==> config.mk <==
export PLATFORM = sky130hd
export DESIGN_NAME = date_string_validator_flat
export DESIGN_NICKNAME = d
export VERILOG_FILES = /design/src/hw/rtl/dsv_pkg.sv /design/src/hw/rtl/dsv_if.sv /design/src/hw/rtl/date_string_validator.sv /design/src/flat_wrapper.sv
export SDC_FILE = /design/constraint.sdc
export NUM_CORES = 1
export LEC_CHECK = 0
export ABC_AREA = 1
export ABC_CLOCK_PERIOD_IN_PS = 4300
export BUFFER_PORTS_ARGS = -buffer_cell sky130_fd_sc_hd__buf_4
export CORE_MARGIN = 4
export CORE_UTILIZATION = 24
export CTS_BUF_LIST = sky130_fd_sc_hd__clkbuf_4 sky130_fd_sc_hd__clkbuf_8
export CTS_CLUSTER_SIZE = 24
export DETAILED_ROUTE_END_ITERATION = 10
export PLACE_DENSITY_LB_ADDON = 0.05
export SYNTH_ARGS = -nofsm -noshare
export SYNTH_HDL_FRONTEND = slang
export SYNTH_SLANG_ARGS = --single-unit
==> constraint.sdc <==
create_clock -name clk_i -period 4.3 [get_ports clk_i]
set_input_delay 0.43 -clock clk_i [delete_from_list [all_inputs] [get_ports clk_i]]
set_output_delay 0.43 -clock clk_i [all_outputs]
set_load 0.01 [all_outputs]
==> src/hw/rtl/dsv_pkg.sv <==
// dsv_pkg: constants and helpers for the date string validator
// no dependencies
package dsv_pkg;

  localparam int unsigned CharW  = 8;
  localparam int unsigned DigitW = 4;
  localparam int unsigned NumDigits = 8;
  localparam int unsigned CountW = 4;
  localparam int unsigned YearW  = 14;
  localparam int unsigned MonthW = 4;
  localparam int unsigned DayW   = 5;
  localparam int unsigned PairW  = 7;
  localparam int unsigned FmtW   = 2;
  localparam int unsigned PaddrW = 3;

  localparam logic [CountW-1:0] COUNT_MAX  = 4'd15;
  localparam logic [CountW-1:0] LEN_YMD    = 4'd8;
  localparam logic [CountW-1:0] LEN_MD     = 4'd4;

  localparam logic [CharW-1:0] CHAR_ZERO  = 8'h30;
  localparam logic [CharW-1:0] CHAR_NINE  = 8'h39;
  localparam logic [CharW-1:0] CHAR_NUL   = 8'h00;

  localparam logic [FmtW-1:0] FMT_YMD_ONLY = 2'd1;
  localparam logic [FmtW-1:0] FMT_MD_ONLY  = 2'd2;

  localparam logic REG_IDX_FORMAT = 1'b0;

  localparam logic [PairW-1:0] MONTH_FEB  = 7'd2;
  localparam logic [PairW-1:0] MONTH_LAST = 7'd12;
  localparam logic [DayW-1:0]  DAYS_FEB_LEAP = 5'd29;

  typedef logic [DigitW-1:0] digit_t;

  function automatic logic [DayW-1:0] days_in_month(input logic [MonthW-1:0] m);
    logic [DayW-1:0] r;
    case (m)
      4'd2:                      r = 5'd28;
      4'd4, 4'd6, 4'd9, 4'd11:   r = 5'd30;
      default:                   r = 5'd31;
    endcase
    return r;
  endfunction

  function automatic logic [PairW-1:0] pair(input digit_t hi, input digit_t lo);
    return PairW'({3'b000, hi}) * PairW'(10) + PairW'({3'b000, lo});
  endfunction

endpackage

==> src/hw/rtl/dsv_if.sv <==
// dsv_char_if / dsv_result_if: valid-ready channels for characters and results
// depends on dsv_pkg
interface dsv_char_if;
  logic                      valid;
  logic                      ready;
  logic [dsv_pkg::CharW-1:0] char_code;
  logic                      end_of_string;

  modport source (output valid, char_code, end_of_string, input ready);
  modport sink   (input valid, char_code, end_of_string, output ready);
endinterface

interface dsv_result_if;
  logic                       valid;
  logic                       ready;
  logic                       status;
  logic [dsv_pkg::YearW-1:0]  year_value;
  logic [dsv_pkg::MonthW-1:0] month_value;
  logic [dsv_pkg::DayW-1:0]   day_value;
  logic                       year_present;

  modport source (output valid, status, year_value, month_value, day_value, year_present,
                  input ready);
  modport sink   (input valid, status, year_value, month_value, day_value, year_present,
                  output ready);
endinterface

==> src/hw/rtl/date_string_validator.sv <==
// date_string_validator: one character per cycle, one result word per string
// result path: a finished string is captured in the snapshot register, then its checked result in the result register
// throughput: one character per cycle, stalls only when the result register is held
// reset: asynchronous active low, clears digit store, count, flags and format register
// depends on dsv_pkg, dsv_if
module date_string_validator (
  input  logic                        clk_i,
  input  logic                        rst_ni,
  dsv_char_if.sink                    in_i,
  dsv_result_if.source                res_o,
  input  logic                        psel,
  input  logic                        penable,
  input  logic                        pwrite,
  input  logic [dsv_pkg::PaddrW-1:0]  paddr,
  input  logic [31:0]                 pwdata,
  output logic [31:0]                 prdata,
  output logic                        pready
);

  localparam int unsigned N = dsv_pkg::NumDigits;

  logic [dsv_pkg::FmtW-1:0] fmt_q;

  dsv_pkg::digit_t              dig_q [N];
  dsv_pkg::digit_t              dig_d [N];
  logic [dsv_pkg::CountW-1:0]   cnt_q, cnt_d;
  logic                         nd_q, nd_d;

  logic                         s1_vld_q;
  dsv_pkg::digit_t              s1_dig_q [N];
  logic [dsv_pkg::CountW-1:0]   s1_cnt_q;
  logic                         s1_nd_q;

  logic                         out_vld_q;
  logic                         out_status_q;
  logic [dsv_pkg::YearW-1:0]    out_year_q;
  logic [dsv_pkg::MonthW-1:0]   out_month_q;
  logic [dsv_pkg::DayW-1:0]     out_day_q;
  logic                         out_yp_q;

  logic out_free, s1_adv, in_acc, is_dig, is_term;

  // apb register
  assign pready = 1'b1;
  always_comb begin
    prdata = '0;
    if (paddr[2] == dsv_pkg::REG_IDX_FORMAT) begin
      prdata = {30'd0, fmt_q};
    end
  end

  always_ff @(posedge clk_i or negedge rst_ni) begin
    if (!rst_ni) begin
      fmt_q <= '0;
    end else if (psel && penable && pwrite && paddr[2] == dsv_pkg::REG_IDX_FORMAT) begin
      fmt_q <= pwdata[dsv_pkg::FmtW-1:0];
    end
  end

  // handshake
  assign out_free  = !out_vld_q || res_o.ready;
  assign s1_adv    = s1_vld_q && out_free;
  assign in_i.ready = !s1_vld_q || out_free;
  assign in_acc    = in_i.valid && in_i.ready;

  // character accumulation
  assign is_term = in_i.end_of_string && (in_i.char_code == dsv_pkg::CHAR_NUL);
  assign is_dig  = (in_i.char_code >= dsv_pkg::CHAR_ZERO) &&
                   (in_i.char_code <= dsv_pkg::CHAR_NINE);

  always_comb begin
    dig_d = dig_q;
    cnt_d = cnt_q;
    nd_d  = nd_q;
    if (!is_term) begin
      if (is_dig && cnt_q < dsv_pkg::LEN_YMD) begin
        dig_d[cnt_q[2:0]] = in_i.char_code[dsv_pkg::DigitW-1:0];
      end
      if (!is_dig) begin
        nd_d = 1'b1;
      end
      if (cnt_q != dsv_pkg::COUNT_MAX) begin
        cnt_d = cnt_q + 4'd1;
      end
    end
  end

  always_ff @(posedge clk_i or negedge rst_ni) begin
    if (!rst_ni) begin
      for (int i = 0; i < N; i++) begin
        dig_q[i] <= '0;
      end
      cnt_q <= '0;
      nd_q  <= 1'b0;
    end else if (in_acc) begin
      if (in_i.end_of_string) begin
        for (int i = 0; i < N; i++) begin
          dig_q[i] <= '0;
        end
        cnt_q <= '0;
        nd_q  <= 1'b0;
      end else begin
        dig_q <= dig_d;
        cnt_q <= cnt_d;
        nd_q  <= nd_d;
      end
    end
  end

  // snapshot of a finished string
  always_ff @(posedge clk_i or negedge rst_ni) begin
    if (!rst_ni) begin
      s1_vld_q <= 1'b0;
    end else if (in_i.ready) begin
      s1_vld_q <= in_acc && in_i.end_of_string;
    end
  end

  always_ff @(posedge clk_i) begin
    if (in_acc && in_i.end_of_string) begin
      s1_dig_q <= dig_d;
      s1_cnt_q <= cnt_d;
      s1_nd_q  <= nd_d;
    end
  end

  // date check
  logic [dsv_pkg::PairW-1:0]  yhi, ylo, mon, day;
  logic [dsv_pkg::YearW-1:0]  year;
  logic                       is8, is4, leap, feb29, md_ok, ok;
  logic [dsv_pkg::DayW-1:0]   limit;

  always_comb begin
    is8  = !s1_nd_q && (s1_cnt_q == dsv_pkg::LEN_YMD) && (fmt_q != dsv_pkg::FMT_MD_ONLY);
    is4  = !s1_nd_q && (s1_cnt_q == dsv_pkg::LEN_MD) && (fmt_q != dsv_pkg::FMT_YMD_ONLY);
    yhi  = dsv_pkg::pair(s1_dig_q[0], s1_dig_q[1]);
    ylo  = dsv_pkg::pair(s1_dig_q[2], s1_dig_q[3]);
    year = dsv_pkg::YearW'(yhi) * dsv_pkg::YearW'(100) + dsv_pkg::YearW'(ylo);
    mon  = is8 ? dsv_pkg::pair(s1_dig_q[4], s1_dig_q[5]) : yhi;
    day  = is8 ? dsv_pkg::pair(s1_dig_q[6], s1_dig_q[7]) : ylo;
    leap = (ylo != '0) ? (ylo[1:0] == 2'b00) : (yhi[1:0] == 2'b00);
    feb29 = !is8 || leap;
    limit = dsv_pkg::days_in_month(mon[dsv_pkg::MonthW-1:0]);
    if (mon == dsv_pkg::MONTH_FEB && feb29) begin
      limit = dsv_pkg::DAYS_FEB_LEAP;
    end
    md_ok = (mon != '0) && (mon <= dsv_pkg::MONTH_LAST) && (day != '0) &&
            (day <= dsv_pkg::PairW'(limit));
    ok = (is8 && (year != '0) && md_ok) || (is4 && md_ok);
  end

  // result register
  always_ff @(posedge clk_i or negedge rst_ni) begin
    if (!rst_ni) begin
      out_vld_q <= 1'b0;
    end else if (out_free) begin
      out_vld_q <= s1_vld_q;
    end
  end

  always_ff @(posedge clk_i) begin
    if (s1_adv) begin
      out_status_q <= !ok;
      out_year_q   <= (ok && is8) ? year : '0;
      out_month_q  <= ok ? mon[dsv_pkg::MonthW-1:0] : '0;
      out_day_q    <= ok ? day[dsv_pkg::DayW-1:0] : '0;
      out_yp_q     <= ok && is8;
    end
  end

  assign res_o.valid        = out_vld_q;
  assign res_o.status       = out_status_q;
  assign res_o.year_value   = out_year_q;
  assign res_o.month_value  = out_month_q;
  assign res_o.day_value    = out_day_q;
  assign res_o.year_present = out_yp_q;

endmodule
==> src/flat_wrapper.sv <==
// flat-port wrapper written by rule: the top's interface ports become plain ports
module date_string_validator_flat 
  (clk_i, rst_ni, psel, penable, pwrite, paddr, pwdata, prdata, pready, in_i_valid, in_i_char_code, in_i_end_of_string, in_i_ready, res_o_valid, res_o_status, res_o_year_value, res_o_month_value, res_o_day_value, res_o_year_present, res_o_ready);
  dsv_char_if in_i_i ();
  dsv_result_if res_o_i ();
  input  logic clk_i;
  input  logic rst_ni;
  input  logic psel;
  input  logic penable;
  input  logic pwrite;
  input  logic [dsv_pkg::PaddrW-1:0] paddr;
  input  logic [31:0] pwdata;
  output logic [31:0] prdata;
  output logic pready;
  input wire logic [$bits(in_i_i.valid)-1:0] in_i_valid;
  input wire logic [$bits(in_i_i.char_code)-1:0] in_i_char_code;
  input wire logic [$bits(in_i_i.end_of_string)-1:0] in_i_end_of_string;
  output wire logic [$bits(in_i_i.ready)-1:0] in_i_ready;
  output wire logic [$bits(res_o_i.valid)-1:0] res_o_valid;
  output wire logic [$bits(res_o_i.status)-1:0] res_o_status;
  output wire logic [$bits(res_o_i.year_value)-1:0] res_o_year_value;
  output wire logic [$bits(res_o_i.month_value)-1:0] res_o_month_value;
  output wire logic [$bits(res_o_i.day_value)-1:0] res_o_day_value;
  output wire logic [$bits(res_o_i.year_present)-1:0] res_o_year_present;
  input wire logic [$bits(res_o_i.ready)-1:0] res_o_ready;
  assign in_i_i.valid = in_i_valid;
  assign in_i_i.char_code = in_i_char_code;
  assign in_i_i.end_of_string = in_i_end_of_string;
  assign in_i_ready = in_i_i.ready;
  assign res_o_valid = res_o_i.valid;
  assign res_o_status = res_o_i.status;
  assign res_o_year_value = res_o_i.year_value;
  assign res_o_month_value = res_o_i.month_value;
  assign res_o_day_value = res_o_i.day_value;
  assign res_o_year_present = res_o_i.year_present;
  assign res_o_i.ready = res_o_ready;
  date_string_validator u_core (.clk_i(clk_i), .rst_ni(rst_ni), .in_i(in_i_i), .res_o(res_o_i), .psel(psel), .penable(penable), .pwrite(pwrite), .paddr(paddr), .pwdata(pwdata), .prdata(prdata), .pready(pready));
endmodule
==> results of run 1 <==
final timing paths:
| kind | to | slack (ps) | start |
|---|---|---|---|
| setup / recovery | u_core.res_o.year_value[10] | -180 | u_core.s1_dig_q[31] |
| hold / removal | u_core.nd_q | 50 | rst_ni |
| setup reg to reg | u_core.res_o.year_value[10] | -180 | u_core.s1_dig_q[31] |
| hold reg to reg | u_core.dig_q[2] | 490 | u_core.dig_q[2] |
| max in group asynchronous | u_core.dig_q[20] | 3830 | rst_ni |
| min in group clk_i | u_core.res_o.valid | 300 | res_o_ready |
sequential cells by signal, summed over array words and instances (netlist names), 2 cells and up:
name / count
u_core.fmt_q: 2
u_core.res_o.day_value: 5
u_core.res_o.year_value: 14
u_core.res_o.month_value: 4
u_core.cnt_q: 4
u_core.dig_q: 32
u_core.s1_dig_q: 32
u_core.s1_cnt_q: 4
layer usage:
metal | up-vias | global-route usage | part of all wire
met3 | 8 | 0.0212 | 0.032
met5 | - | 0 | 0
met1 | 2356 | 0.152 | 0.50
li1 | 2628 | - | -
met2 | 61 | 0.172 | 0.46
met4 | 0 | 0.0232 | 0.0078
cells in the final DEF, fill, tap and decap left out, types with 3 or more instances in the layout:
cell type / count
buf_4: 94
o21ai_1: 4
nand3_1: 29
o22ai_1: 17
nand4_1: 9
inv_1: 115
nor2_1: 37
ha_4: 13
buf_6: 8
nand2_2: 23
nor2_4: 12
a21oi_2: 4
dfrtp_1: 41
a21oi_1: 16
o21ai_2: 4
o21ai_0: 44
o21a_1: 23
inv_2: 9
nand3_2: 7
conb_1: 31
xor2_1: 11
clkbuf_8: 9
ha_1: 42
edfxtp_1: 62
nor4_1: 3
nor2_2: 12
fa_1: 10
nor3_1: 4
nand2_1: 136
final cells by class:
class / count / area, um2 / share of cell area
clock buffer: 10 / 131 / 0.0155
clock inverter: 6 / 75.1 / 0.00888
inverter: 127 / 484 / 0.0573
multi-input combinational: 517 / 3570 / 0.422
sequential: 103 / 2890 / 0.342
tap: 378 / 473 / 0.0559
timing repair buffer: 104 / 836 / 0.0988
through the flow:
stage | hold WS (ps) | total power, uW | cell area (um2)
floorplan | 134 | 2150 | 7070
global placement | 467 | 2670 | 7920
detailed placement | 475 | 2670 | 7920
CTS | 35.1 | 3580 | 8370
global route | 61.3 | 3960 | 8460
finish | 45.4 | 3650 | 8460
logic make-up (layout without fill, tap and decap cells):
logic type,after synthesis,in the layout
simple gates,285,285
buf+inv,167,247
compound gates,116,116
flops,103,103
fa+ha+maj,68,68
xor+xnor,17,17
other cells,2,31
power groups by stage:
stage / combinational (uW) / sequential, uW / clock (uW)
3_5_place_dp: 1530 / 1140 / 0
2_1_floorplan: 1000 / 1140 / 0
5_1_grt: 2110 / 1120 / 730
3_3_place_gp: 1530 / 1140 / 0
6_report: 1870 / 1120 / 658
4_1_cts: 1770 / 1120 / 692
timing repair:
item                       in CTS  in global routing
setup buffers                  15                  2
setup endpoints to repair      25                 25
gates resized for setup        30                 23
cloned                          1                  0
pin swaps                      21                  6
hold buffers                    0                  0
==> flow_summary.toml, run 1 <==
[outcome]
outcome = "finished with violations"
violations = "negative setup slack"

[timing]
layout_setup_ws_ps = -177
finalSetupViolCount = 24
rsz0062_at_grt = "true"
min_period_ps = 4480
clock_skew_ps = 21.2
slew_headroom = 0.410
slew_violations = 0
finalHoldViolCount = 0
setup_tns_ps = -1570
fin_crit_sh = 1.04
fmax_ghz = 0.223
tightest_slew_ps = 876

[yosys]
netlist_instances = 758
synthAdderAreaFrac = 0.137
yosysMostFrequentCell = "nand2_1"
synth_compound_area_frac = 0.101
synth_top_cell_by_area = "edfxtp_1"
ys_seq_elements = 103
synth.avg_cell_area_um2 = 8.98
synth.area.mux_share = 0
synth-edff-count = 62
synth_top_flop_cell = "edfxtp_1"
yosysUniqueCellTypes = 43
ys_async_sr_fraction = 0.398
netlist_top_cells_area = "edfxtp_1 (27%), dfrtp_1 (15%), ha_1 (10%), nand2_1 (8.3%), inv_1 (6.7%)"
ys_top_cells_by_count = "nand2_1 (150), inv_1 (122), edfxtp_1 (62)"
synth_seq_area_share = 0.424
synthSimpleGateAreaFrac = 0.198
synth_top_area_share = 0.274
syn-cell-area_mm2 = 0.00680
synth_top_family_by_area = "simple AND/OR/NAND/NOR gates"
yosysWarnings = 0
synthXorXnorAreaFrac = 0.0219

[run]
maxCapViolations = 0

[floorplanning]
die_y_um = 176
boundaryPins = 111
core_mm2 = 0.0279
placementRows = 61
die-area_mm2 = 0.0311
fp.dieW_um = 176
start_util = 0.244

[power]
swShare = 0.373
power.leakage_uw = 0.00406
p_sw_uw = 1360
p_int_uw = 2290
ir_drop_v = 0.000165
p_seq_frac = 0.307
p_comb_frac = 0.513
pwr-share-clk = 0.180
power_density_mw_per_mm2 = 431

[route]
routed_via_density = 4.06
ant_nets = 0
drtIter0Drc = 161
drc_errors = 0
num_vias = 5053
wl_mm = 16.3
firstDrtPassIters = 4
wire_per_inst_um = 13.1

[setup_path]
cp.buffers_inverters = 11
path_common_cell = "buf_4"
cp-start-kind = "flip-flop"
crit_required_ps = 4570
reg2regPathDepth = 24
critPathTopFamily = "adder cells"
arrival_ps = 4740
critical_path.slowest_cell = "fa_1"
cp-end-kind = "flip-flop"
critPathKind = "reg -> reg"
critical_path.max_stage_delay_ps = 470
worstSetupPathDepth = 24
path_max_fanout = 4
critical_path.cell_chain = "ha_1 > ha_2 > fa_1 > buf_4 > xor2_4 > ha_1 > ha_4 > ha_4 > ha_4 > buf_4 > nand3b_1 > nand2_2 > inv_2 > nand2_2 > nand2_2 > buf_6 > buf_4 > buf_4 > buf_4 > buf_4 > buf_4 > buf_4 > buf_6 > nor2_4"

[cts]
cts_root_buffer = "clkbuf_8"
clk_pin_slew_ps = 110
clock-sinks = 103
clock_path_buffers = 2
htree_levels = 3
clk-insertion-delay-late_ps = 390
numCtsBuffers = 9
cts_tree = "done"

[grt]
grt_pass1_vias = 5222
globalRouteOverflowTotal = 0
grt_util_all_layers = 0.107
grt_max_degree = 42
grt_pass1_wl_mm = 26.8
antenna_found_initial = 0

[cells_and_area]
fin_cells = 1245
drive_gt1_frac = 0.256
fin_nets = 981
post-route-util = 0.304
fill_cells = 2929
n_antenna_cell = 0
syn2layout_area_growth_pct = 24.3

[placed_design]
post-place-ws_ps = -308
numPortBuffers = 47
dp_hpwl_mm = 12.5
gp_routability_congestion = 0.765
dp.cells = 1212

[hold_path]
hold_class = "in -> async"
(Power assumes the default switching activity.)
==> run 2, diff against run 1 <==
--- a/config.mk
+++ b/config.mk
@@ -7,7 +7,7 @@
 export LEC_CHECK = 0
 export ABC_AREA = 1
 export ABC_CLOCK_PERIOD_IN_PS = 4300
-export BUFFER_PORTS_ARGS = -buffer_cell sky130_fd_sc_hd__buf_4
+export BUFFER_PORTS_ARGS = -buffer_cell sky130_fd_sc_hd__buf_2
 export CORE_MARGIN = 4
 export CORE_UTILIZATION = 24
 export CTS_BUF_LIST = sky130_fd_sc_hd__clkbuf_4 sky130_fd_sc_hd__clkbuf_8
==> run 2 against run 1 <==
  * Largest power group unchanged
  * Routed wire length rose by 2.4%
  * Sequential share of layout area rose by 0.44 points
  * Power is 2.4% lower
  * Utilization fell by 0.38 points
  * Final cell count increased by 0.24%
  * Clock power shrank 10%
  * First-iteration DRC count decreased by 12%
  * Critical path depth down 1
  * The run still ends with negative setup slack left
==> flow_summary.toml, run 2 (synthesized netlist as in run 1, its figures left out) <==
[outcome]
outcome = "finished with violations"
violations = "negative setup slack"

[route]
wire_per_inst_um = 13.4
wl_mm = 16.7
ant_nets = 0
drtIter0Drc = 141
routed_via_density = 4.12
firstDrtPassIters = 4
num_vias = 5145
drc_errors = 0

[cells_and_area]
final_cell_mix = "nand2_1 (135), inv_1 (117), edfxtp_1 (62)"
multi_input_area_mm2 = 0.00361
n_antenna_cell = 0
syn2layout_area_growth_pct = 22.7
mostFrequentLayoutCell = "nand2_1"
regArea_mm2 = 0.00289
fin_nets = 984
fill_cells = 2985
drive_gt1_frac = 0.261
final_area_mm2 = 0.00835
post-route-util = 0.300

[placed_design]
place_area_mm2 = 0.00781
gp_routability_congestion = 0.745
dp_hpwl_mm = 12.8
numPortBuffers = 47

[timing]
finalHoldViolCount = 0
fin_crit_sh = 1.03
slew_violations = 0
layout_setup_ws_ps = -137
clock_skew_ps = 17.3
fmax_ghz = 0.225
slew_headroom = 0.308
min_period_ps = 4440
rsz0062_at_grt = "true"
finalSetupViolCount = 25
tightest_slew_ps = 1040

[cts]
clk_pin_slew_ps = 110
htree_levels = 3
clock_path_buffers = 2
cts_tree = "done"
numCtsBuffers = 9
cts_root_buffer = "clkbuf_8"
clock-sinks = 103
clk-insertion-delay-late_ps = 390

[floorplanning]
core_mm2 = 0.0279
boundaryPins = 111
placementRows = 61
die-area_mm2 = 0.0311
die_y_um = 176
start_util = 0.244
fp.dieW_um = 176

[setup_path]
r2r_end = "u_core.res_o.year_value[0]"
path_max_fanout = 4
critical_path.max_stage_delay_ps = 520
critPathLaunch = "u_core.s1_dig_q[31]"
critPathKind = "reg -> reg"
crit_required_ps = 4450
cp-start-kind = "flip-flop"
r2r-start = "u_core.s1_dig_q[31]"
crit_path_end = "u_core.res_o.year_value[0]"
worstSetupPathDepth = 23
critical_path.slowest_cell = "fa_1"
arrival_ps = 4590
cp.buffers_inverters = 4
critical_path.cell_chain = "ha_1 > ha_2 > fa_1 > buf_4 > xor2_4 > buf_6 > ha_4 > ha_4 > ha_4 > ha_4 > nand2_2 > or2_1 > nand4_1 > nand2_2 > o21bai_1 > nand2_1 > nand3_4 > nand2_4 > nand2_4 > nand3_4 > buf_6 > buf_6 > nor2_2"
reg2regPathDepth = 23
cp-end-kind = "flip-flop"
critPathTopFamily = "adder cells"
reg2reg_slack_ps = -140
path_common_cell = "ha_4"

[grt]
grt_util_all_layers = 0.110
grt_util_met2 = 0.180
top_usage_layer = "met2"
globalRouteOverflowTotal = 0
grt_pass1_wl_mm = 27.5
grt_max_degree = 42
met3_usage = 0.0186
grt_pass1_vias = 5364
antenna_found_initial = 0
use_met1 = 0.152

[power]
power_density_mw_per_mm2 = 426
ir_drop_v = 0.000172
power.leakage_uw = 0.00406
power_uw = 3560

[run]
maxCapViolations = 0

[hold_path]
hold_class = "in -> async"
run 2: area by class of cell:
type / count / share of cell area
Multi-Input combinational cell: 518 / 0.433
Clock inverter: 7 / 0.00614
Tap cell: 378 / 0.0566
Inverter: 127 / 0.0580
Timing Repair Buffer: 106 / 0.0859
Clock buffer: 9 / 0.0148
Sequential cell: 103 / 0.346
run 2: what timing repair did:
action / 4_1_cts / 5_1_grt
resized for setup: 36 / 24
endpoints found under the setup margin: 25 / 25
hold buffers: 0 / 0
buffers inserted: 19 / 2
pin swaps: 18 / 8
gates cloned: 2 / 0
run 2: worst reg2reg max path, cell delays in order, from the launching register on:
cell and delay [ps]:
edfxtp_1 420, ha_1 310, ha_2 180, fa_1 520, buf_4 140, xor2_4 190, buf_6 150, ha_4 200
ha_4 270, ha_4 190, ha_4 290, nand2_2 60, or2_1 230, nand4_1 90, nand2_2 90, o21bai_1 160
nand2_1 130, nand3_4 100, nand2_4 70, nand2_4 60, nand3_4 120, buf_6 120, buf_6 100, nor2_2 30
run 2: worst min path at each step:
stage,startpoint,endpoint,depth (start not counted)
detailed placement,u_core.dig_q[18],u_core.dig_q[18],2
global placement,u_core.s1_vld_q,u_core.res_o.valid,2
global route,rst_ni,u_core.nd_q,1
CTS,rst_ni,u_core.nd_q,1
finish,rst_ni,u_core.cnt_q[3],1
floorplan,rst_ni,u_core.cnt_q[0],0
run 2: where the power goes:
group	internal, uW	switching, uW
clock	218	374
combinational	870	979
sequential	1090	23.4
run 2: metal layers:
layer  part of all wire  vias to the layer above
met4              0.012                        0
li1                   -                     2647
met3              0.028                       12
met5                  0                        -
met2               0.47                       80
met1               0.49                     2406
run 2: metrics by stage:
| step | instances | TNS (ps) | setup slack, ps | hold slack [ps] |
|---|---|---|---|---|
| 3_3_place_gp | 1213 | -6950 | -326 | 468 |
| 5_1_grt | 1248 | -8630 | -401 | 276 |
| 2_1_floorplan | 787 | -248 | -33.4 | 134 |
| 3_5_place_dp | 1213 | -7180 | -338 | 475 |
| 4_1_cts | 1250 | -4030 | -203 | 230 |
| 6_report | 1248 | -2090 | -137 | 214 |
==> run 3, diff against run 2 <==
--- a/config.mk
+++ b/config.mk
@@ -9,11 +9,12 @@
 export ABC_CLOCK_PERIOD_IN_PS = 4300
 export BUFFER_PORTS_ARGS = -buffer_cell sky130_fd_sc_hd__buf_2
 export CORE_MARGIN = 4
-export CORE_UTILIZATION = 24
+export CORE_UTILIZATION = 53
 export CTS_BUF_LIST = sky130_fd_sc_hd__clkbuf_4 sky130_fd_sc_hd__clkbuf_8
 export CTS_CLUSTER_SIZE = 24
 export DETAILED_ROUTE_END_ITERATION = 10
 export PLACE_DENSITY_LB_ADDON = 0.05
+export RECOVER_POWER = 100
 export SYNTH_ARGS = -nofsm -noshare
 export SYNTH_HDL_FRONTEND = slang
 export SYNTH_SLANG_ARGS = --single-unit
==> run 3 against run 2 <==
  * The flow finishes with violations (max-capacitance violations, max-slew violations, negative setup slack)
  * Sequential share of layout area grew 2.2 points
  * First-iteration DRC count grew 120%
  * Clock skew decreased by 3.0 ps
  * Hold slack better by 84 ps
  * Critical endpoint is now u_core.res_o.year_value[5]
  * Highest routed layer unchanged
  * Final area is 5.9% lower
  * Critical path depth stayed put
  * Die area is 53% lower
  * Utilization is 32 points higher
  * Via count down 1.1%
  * Sequential power barely moved
  * Global-route usage increased by 7.6 points
  * Clock power grew 5.2%
==> flow_summary.toml, run 3 (synthesized netlist as in run 1, its figures left out) <==
[cells_and_area]
n_antenna_cell = 0
fill_cells = 1129
post-route-util = 0.623
syn2layout_area_growth_pct = 15.5
mostFrequentLayoutCell = "nand2_1"
final_cell_mix = "nand2_1 (135), inv_1 (117), edfxtp_1 (62)"
fin_nets = 966
drive_gt1_frac = 0.194
final_area_mm2 = 0.00786
fin_cells = 1024

[grt]
grt_max_degree = 42
grt_pass1_wl_mm = 21.8
globalRouteOverflowTotal = 0
grt_util_all_layers = 0.186
grt_pass1_vias = 4830
antenna_found_initial = 0

[floorplanning]
core_mm2 = 0.0126
boundaryPins = 111
start_util = 0.539
die_y_um = 121
fp.dieW_um = 121
die-area_mm2 = 0.0147
placementRows = 41

[timing]
fmax_ghz = 0.223
finalSetupViolCount = 24
clock_skew_ps = 14.3
rsz0062_at_grt = "true"
slew_headroom = -0.529
fin_crit_sh = 1.04
tightest_slew_ps = 2290
finalHoldViolCount = 0
slew_violations = 81
min_period_ps = 4490
layout_setup_ws_ps = -190
whs_ps = 298

[setup_path]
critPathKind = "reg -> reg"
cp-start-kind = "flip-flop"
arrival_ps = 4630
crit_required_ps = 4440
path_max_fanout = 5
cp-end-kind = "flip-flop"

[placed_design]
dp_hpwl_mm = 10.1
numPortBuffers = 47
gp_routability_congestion = 0.859
place_area_mm2 = 0.00748
dp.cells = 999

[run]
maxCapViolations = 2

[cts]
clk-insertion-delay-late_ps = 380
htree_levels = 3
cts_tree = "done"
clock-sinks = 103
clock_path_buffers = 2
clk_pin_slew_ps = 100
cts_root_buffer = "clkbuf_8"
postCtsHoldBufs = 0
numCtsBuffers = 9

[power]
power_uw = 3330
p_comb_frac = 0.476
p_int_uw = 2100
p_sw_uw = 1230
power.leakage_uw = 0.00385
ir_drop_v = 0.000249
power_density_mw_per_mm2 = 423
swShare = 0.370
pwr-share-clk = 0.187
p_seq_frac = 0.336

[route]
highest_layer = "met4"
wl_met3_um = 580
routedLengthMet1_mm = 5.68
drtIter0Drc = 314
num_vias = 5087
wl_met2_mm = 6.62
drc_errors = 0
ant_nets = 0
routed_via_density = 4.97
wire_per_inst_um = 12.8
firstDrtPassIters = 5
wl_mm = 13.1

[hold_path]
hold_class = "in -> reg"

[outcome]
violations = "max-capacitance violations, max-slew violations, negative setup slack"
outcome = "finished with violations"
-- run 3: cell count changes in the layout (fill, tap and decap cells not counted), sizes merged --
cell and change:
buf -54, nand2 -1, inv -3, clkbuf +40
clkinvlp +1, bufinv +1, clkinv -2
-- run 3: stage by stage --
stage / setup WS (ps) / TNS [ps]
6_report: -190 / -3320
4_1_cts: -172 / -3770
3_5_place_dp: -225 / -4450
5_1_grt: -439 / -9690
3_3_place_gp: -218 / -4290
2_1_floorplan: -33.4 / -248
-- run 3: timing repair --
item | 4_1_cts | 5_1_grt
pin swaps | 11 | 27
gates cloned | 1 | 0
setup buffers | 6 | 3
endpoints found under the setup margin | 25 | 25
gates resized for setup | 17 | 25
-- run 3: power groups by stage --
stage	clock network, uW	logic [uW]	registers (uW)
after CTS	648	1530	1120
after detailed placement	0	1430	1140
final	623	1580	1120
after global placement	0	1400	1140
after floorplan	0	1000	1140
after global routing	685	1780	1120
-- run 3: path summary, 6_finish.rpt --
check	from	end	slack (ps)	cells after the start
min reg2reg	u_core.dig_q[12]	u_core.dig_q[12]	500	2
max in group asynchronous	rst_ni	u_core.dig_q[1]	2280	1
max	u_core.s1_dig_q[29]	u_core.res_o.year_value[5]	-190	23
min in group asynchronous	rst_ni	u_core.dig_q[5]	730	1
min	res_o_ready	u_core.res_o.valid	300	4
max reg2reg	u_core.s1_dig_q[29]	u_core.res_o.year_value[5]	-190	23
-- run 3: area by class of cell --
class / count / area (um2) / area share
clock buffers: 12 / 146 / 0.0186
clock inverters: 4 / 55.1 / 0.00701
inverters: 127 / 482 / 0.0613
multi-input cells: 517 / 3540 / 0.450
flip-flops and latches: 103 / 2890 / 0.368
well taps: 172 / 215 / 0.0274
repair buffers: 89 / 534 / 0.0680
-- run 3: worst max-delay path, stage by stage (launching register included) --
cell      delay (ps)
edfxtp_1         400
ha_1             320
ha_2             200
fa_1             550
buf_4            140
xor2_4           200
buf_6            150
ha_4             200
ha_4             270
ha_4             190
ha_4             280
nand2_2           50
or2_1            240
nand4_1          110
nand2_2           80
o21bai_1         170
nand2_2           80
nand3_2           90
nand2_2           90
nand2_4           60
nand3_4          120
buf_12           110
buf_12           120
nor2_4            30
-- run 3: layer usage --
metal | track usage | up-vias
li1 | - | 2596
met1 | 0.236 | 2357
met2 | 0.317 | 114
met3 | 0.0378 | 20
met4 | 0.0616 | 0
met5 | 0 | -
